$ cat config.mk
export PLATFORM = sky130hd
export DESIGN_NAME = fbp_result
export DESIGN_NICKNAME = d
export VERILOG_FILES = /design/src/rtl/core/fbp_pkg.sv /design/src/rtl/core/fbp_result.sv
export SDC_FILE = /design/constraint.sdc
export NUM_CORES = 1
export LEC_CHECK = 0
export BUFFER_PORTS_ARGS = -buffer_cell sky130_fd_sc_hd__buf_2
export CELL_PAD_IN_SITES_DETAIL_PLACEMENT = 0
export CELL_PAD_IN_SITES_GLOBAL_PLACEMENT = 1
export CORE_UTILIZATION = 16
export DETAILED_ROUTE_END_ITERATION = 8
export PLACE_DENSITY_LB_ADDON = 0.1
export SLEW_MARGIN = 20
export SYNTH_ARGS = -nofsm -noshare
export SYNTH_HDL_FRONTEND = slang
export SYNTH_SLANG_ARGS = --single-unit
$ cat constraint.sdc
create_clock -name vclk -period 2.7
set_input_delay 0.135 -clock vclk [all_inputs]
set_output_delay 0.135 -clock vclk [all_outputs]
set_load 0.03 [all_outputs]
$ cat src/rtl/core/fbp_pkg.sv
// Shared types and sizing constants for the RGB565 frame buffer port.
`default_nettype none

package fbp_pkg;

  // Visible frame geometry
  localparam int FRAME_WIDTH  = 480;
  localparam int FRAME_HEIGHT = 320;

  // Store size: the larger of the minimum window and the visible frame
  localparam longint MIN_BYTES   = 64'h4b000;
  localparam longint VIS_BYTES   = longint'(FRAME_WIDTH) * 2 * longint'(FRAME_HEIGHT);
  localparam longint FRAME_BYTES = (VIS_BYTES > MIN_BYTES) ? VIS_BYTES : MIN_BYTES;
  localparam int     STORE_WORDS = int'(FRAME_BYTES / 4);

  localparam int ADDR_BITS = $clog2(STORE_WORDS);
  localparam int PIX_BITS  = ADDR_BITS + 1;

  // Row / column widths of the stored pixel range
  localparam int COL_BITS     = $clog2(FRAME_WIDTH);
  localparam int ROW_BITS_RAW = $clog2(((2 * STORE_WORDS - 1) / FRAME_WIDTH) + 1);
  localparam int ROW_BITS     = (ROW_BITS_RAW > 0) ? ROW_BITS_RAW : 1;

  // Reciprocal for pixel index / FRAME_WIDTH, exact over PIX_BITS
  localparam int     DIV_SHIFT  = PIX_BITS + $clog2(FRAME_WIDTH);
  localparam longint DIV_RECIP  =
    ((longint'(1) << DIV_SHIFT) + longint'(FRAME_WIDTH) - 1) / longint'(FRAME_WIDTH);
  localparam int     RECIP_BITS = $clog2(DIV_RECIP + 1);
  localparam int     PROD_BITS  = PIX_BITS + RECIP_BITS;

  // Command codes
  localparam logic CMD_READ  = 1'b0;
  localparam logic CMD_WRITE = 1'b1;

  // Result kinds
  localparam logic [1:0] KIND_READ   = 2'd0;
  localparam logic [1:0] KIND_PIXEL  = 2'd1;
  localparam logic [1:0] KIND_REJECT = 2'd2;

  typedef struct packed {
    logic        command;
    logic [31:0] address;
    logic [31:0] write_data;
  } fbp_req_t;

  typedef struct packed {
    logic [1:0]  kind;
    logic [31:0] read_data;
    logic [8:0]  pixel_x;
    logic [8:0]  pixel_y;
    logic [7:0]  red;
    logic [7:0]  green;
    logic [7:0]  blue;
    logic        last;
  } fbp_rsp_t;

  // Second pipeline stage contents, handed to the result formatter
  typedef struct packed {
    logic                cmd;
    logic                hit;
    logic [PIX_BITS-1:0] pix;
    logic [ROW_BITS-1:0] row;
    logic [31:0]         data;
    logic [31:0]         rdata;
  } fbp_stage_t;

endpackage

`default_nettype wire

$ cat src/rtl/core/fbp_result.sv
// Result formatter: builds one result word from the second stage and pixel phase.
`default_nettype none

module fbp_result
  import fbp_pkg::*;
(
  input  wire fbp_stage_t s,
  input  wire logic       phase,
  output fbp_rsp_t        r
);

  logic [PIX_BITS-1:0] row_base;
  logic [COL_BITS-1:0] col0;
  logic [COL_BITS-1:0] col1;
  logic [ROW_BITS-1:0] row1;
  logic                wrap;
  logic [15:0]         colour;

  always_comb begin
    row_base = PIX_BITS'(s.row * FRAME_WIDTH);
    col0     = COL_BITS'(s.pix - row_base);
    wrap     = (col0 == COL_BITS'(FRAME_WIDTH - 1));
    col1     = wrap ? '0 : col0 + COL_BITS'(1);
    row1     = wrap ? s.row + ROW_BITS'(1) : s.row;
    colour   = phase ? s.data[15:0] : s.data[31:16];
  end

  always_comb begin
    r = '0;
    priority if (s.cmd == CMD_READ) begin
      r.kind      = KIND_READ;
      r.read_data = s.hit ? s.rdata : '0;
      r.last      = 1'b1;
    end else if (!s.hit) begin
      r.kind = KIND_REJECT;
      r.last = 1'b1;
    end else begin
      r.kind    = KIND_PIXEL;
      r.pixel_x = phase ? 9'(col1) : 9'(col0);
      r.pixel_y = phase ? 9'(row1) : 9'(s.row);
      r.red     = {colour[15:11], 3'b000};
      r.green   = {colour[10:5], 2'b00};
      r.blue    = {colour[4:0], 3'b000};
      r.last    = phase;
    end
  end

endmodule

`default_nettype wire

======== Word-level counts from Yosys, hierarchy flattened ========
Cells that the tools add are included.
word-level totals
  flip-flop bits (word level) ............. 0
  bits of input ports ..................... 94
  output and inout port bits .............. 77
operators by class
  add/sub/neg operators ................... 3
  multiply operators ...................... 1
  equality and inequality tests ........... 1
  mux-type cells .......................... 13
operators with widths
  cell                                                                 number
  42-bit 2-to-1 mux                                                    2
  32-bit 2-to-1 mux                                                    2
  9-bit 2-to-1 mux                                                     4
  9-bit by 1-bit adder with 9-bit output (second input constant)       2
  16-bit 2-to-1 mux                                                    1
  9-bit equality test (second input constant)                          1
  9-bit by 4-bit multiplier with 4-bit output (second input constant)  1
  9-bit subtractor                                                     1
  2-bit 2-to-1 mux                                                     2
  1-bit 2-to-1 mux                                                     2

======== Logic depth before layout (Yosys ltp) ========
  depth after elaboration ................. 7
  gate-level depth with buffers ........... 12

======== Least setup slack after synthesis ========
Ideal clock, no wire load.
  path kind ............................... input-to-output
  start point ............................. in s[64] (netlist bit)
  end point ............................... out r[26] (netlist bit)
  data arrival time ....................... 3.386 ns
  data required time ...................... 2.565 ns
  slack ................................... -0.821 ns
  stages on the path ...................... 10
  buffers on the path ..................... 1
  cell sequence ........................... ha_1 > ha_1 > ha_1 > inv_1 > ha_1 > xor2_1 > nor4_1 > nand2_1 > clkbuf_1 > o41ai_1
RTL lines
  what         line             source
  from (decl)  fbp_result.sv:7  input wire fbp_stage_t s,
  to (decl)    fbp_result.sv:9  output fbp_rsp_t r

==> results by group <==
STA
  – Fin crit period: 2820 ps
  – RSZ-0062 raised after global routing: yes
  – Fmax: 354.6 MHz
  – Post-route clock period utilization: 1.045
  – Final setup vio count: 10
  – Final hold vios: 0
  – Worst hold slack: 566.9 ps
  – Final setup margin: -120.4 ps
  – Slew Limit Fails: 0

Synth
  – Count of cell types in the netlist: 33
  – Mapped cell area: 1190 µm²
  – Seq/Total Area, Yosys: 0
  – Synth Area per Inst: 6.611 µm²
  – Cells after Synth: 180
  – Synth Warn #: 0

Worst setup path
  – CP Launch Type: input port
  – Worst path bufs/invs: 4
  – Crit Path Class: in2out
  – Most frequent CP cell: ha_4
  – Delay-heaviest family, CP: adder cells
  – Req. time, crit path: 2570 ps
  – Slowest CP cell: or4_4
  – CP max stage delay: 520 ps
  – Arr. time, crit path: 2690 ps
  – CP endpoint kind: output port
  – Crit-path cells: buf_8, ha_4, ha_4, ha_4, inv_2, ha_4, xor2_2, nor4_2, nand2_1, buf_6, or4_4, a21oi_4, buf_6
  – Worst Path Max Fanout: 5

Run
  – Max Cap Viol: 0

GRT
  – Largest net degree at the start of global routing: 33
  – GRT Residual Overflow: 0
  – Tot GR Track Use: 0.1157
  – Initial antenna violation count: 0
  – Number of global-route vias before repair: 1640
  – First-pass GRT wire length: 7465 µm

Drt
  – Drt via density: 4.015
  – Detail Route Antenna Nets: 0
  – DR pass1 iterations: 4
  – Drt total wl: 5063 µm
  – WL/cell: 11.08 µm
  – DRC: 0
  – Via count: 1835
  – Initial drt markers: 27

Status
  – Status: finished with violations
  – Failing checks: setup timing

Placed design
  – Pre-CTS setup slack: -324.1 ps
  – Placed cell count: 447
  – Hpwl dp: 4112 µm
  – Final Wtd Congestion: 0.6744
  – Port bufs: 154

Floorplan
  – Die Wd: 88.24 µm
  – Starting Density: 0.1649
  – Full die area: 7785 µm²
  – I/O pin cnt: 171
  – FP Rows: 31
  – Core area: 7214 µm²
  – Die Y: 88.24 µm

Clock tree
  – CTS Hold Buffers Added: 0

Final layout
  – Commonest non-fill, non-tap cell in the layout: buf_2
  – Layout cells sized above 1: 0.6173
  – Antenna cell count: 0
  – Layout Cells excl Fill: 457
  – Final net count: 462
  – Register Area: 0 µm²
  – Sequential cell count: 0
  – Most frequent cells in the layout: 136 x buf_2, 37 x buf_4, 33 x and2_1
  – # clk buffers: 0
  – Final core occ: 0.3632
  – Synth-to-Final Area Change: 120.2%

Power and ir drop
  – Sw Pwr: 0.3942 mW
  – P_int: 0.3654 mW
  – Pwr Density: 289.9 nW/µm²
  – Switching Fraction: 0.5190
  – Clk network pwr share: 0
  – Lkg Pwr: 1.416 nW
  – Maximum VDD drop: 0.1580 mV
  – Flop pwr share: 0
  – Combinational power share: 1.000

Min path
  – Worst hold-check path type: in2out
[final timing paths]
kind,endpoint,startpoint,slack (ps),depth (start not counted)
setup / recovery,r[32],s[65],-120,13
hold / removal,r[76],s[91],570,3
[cell families (layout without fill, tap and decap cells)]
group | after synthesis | after routing | synth area share
adders and majority gates | 8 | 8 | 0.09043
AOI/OAI and AO/OA | 21 | 21 | 0.1083
muxes | 16 | 16 | 0.1346
xor gates and xnor gates | 12 | 12 | 0.09989
and+or+nand+nor | 96 | 96 | 0.4427
other | 1 | 8 | 0.003152
buffers and inverters | 26 | 197 | 0.1209
[metal layers]
layer / share of wire / global-route usage
met2: 0.53 / 0.2147
met5: 0 / 0
met3: 0.046 / 0.005597
met4: 0 / 0
met1: 0.43 / 0.1566
[cell usage after synthesis]
library cell / n / area [µm²]
o41ai_1: 1 / 8.760
nand4_1: 5 / 31.28
buf_4: 8 / 60.06
and3_1: 2 / 12.51
o31ai_1: 5 / 37.54
clkinv_1: 1 / 3.750
or3_1: 1 / 6.260
mux2i_1: 16 / 160.2
nor4_1: 2 / 12.51
xor2_1: 7 / 61.31
conb_1: 1 / 3.750
inv_1: 5 / 18.77
xnor3_1: 1 / 22.52
or4_1: 7 / 52.55
buf_1: 2 / 7.510
fa_1: 1 / 20.02
xnor2_1: 4 / 35.03
ha_1: 7 / 87.58
and2_1: 33 / 206.5
nand2b_1: 1 / 6.260
nand2_1: 8 / 30.03
clkbuf_1: 7 / 26.28
nor2b_1: 3 / 18.77
o211ai_1: 3 / 22.52
buf_2: 1 / 5.000
buf_6: 2 / 22.52
nor2_1: 25 / 93.84
nand3b_1: 3 / 22.52
nor4b_1: 1 / 8.760
a21oi_1: 7 / 35.03
nand3_1: 5 / 25.02
o21ai_1: 1 / 5.000
o21ai_0: 4 / 20.02
[through the flow]
stage	power, mW	instance area (µm²)	setup TNS [ps]
5_1_grt	0.8158	2620	-2148
6_report	0.7596	2620	-660.9
3_3_place_gp	0.6014	2322	-2773
4_1_cts	0.6481	2514	-2808
3_5_place_dp	0.5980	2322	-3480
2_1_floorplan	0.3798	1356	-51.76
[what timing repair did]
item	in CTS	in global routing
resized for setup	37	30
gates cloned	1	0
pin swaps	15	18
hold endpoints to repair	0	0
buffers inserted	6	6
setup endpoints to repair	17	17
[power by group through the flow]
stage / combinational (mW) / clock (mW) / sequential [mW]
detailed placement: 0.598 / 0 / 0
global route: 0.816 / 0 / 0
CTS: 0.648 / 0 / 0
global placement: 0.601 / 0 / 0
finish: 0.760 / 0 / 0
floorplan: 0.380 / 0 / 0
[worst min-delay path, delay by kind of cell]
kind	cells	cell delay, ps
buffers and inverters	2	260
and+or+nand+nor	1	40
[final cells by class]
class,count,area [µm²]
Timing Repair Buffer,191,1165
Tap cell,99,123.9
Multi-Input combinational cell,161,1309
Inverter,6,22.52
Fill cell,809,4594
Note: power is estimated with default switching activity, not from simulation.
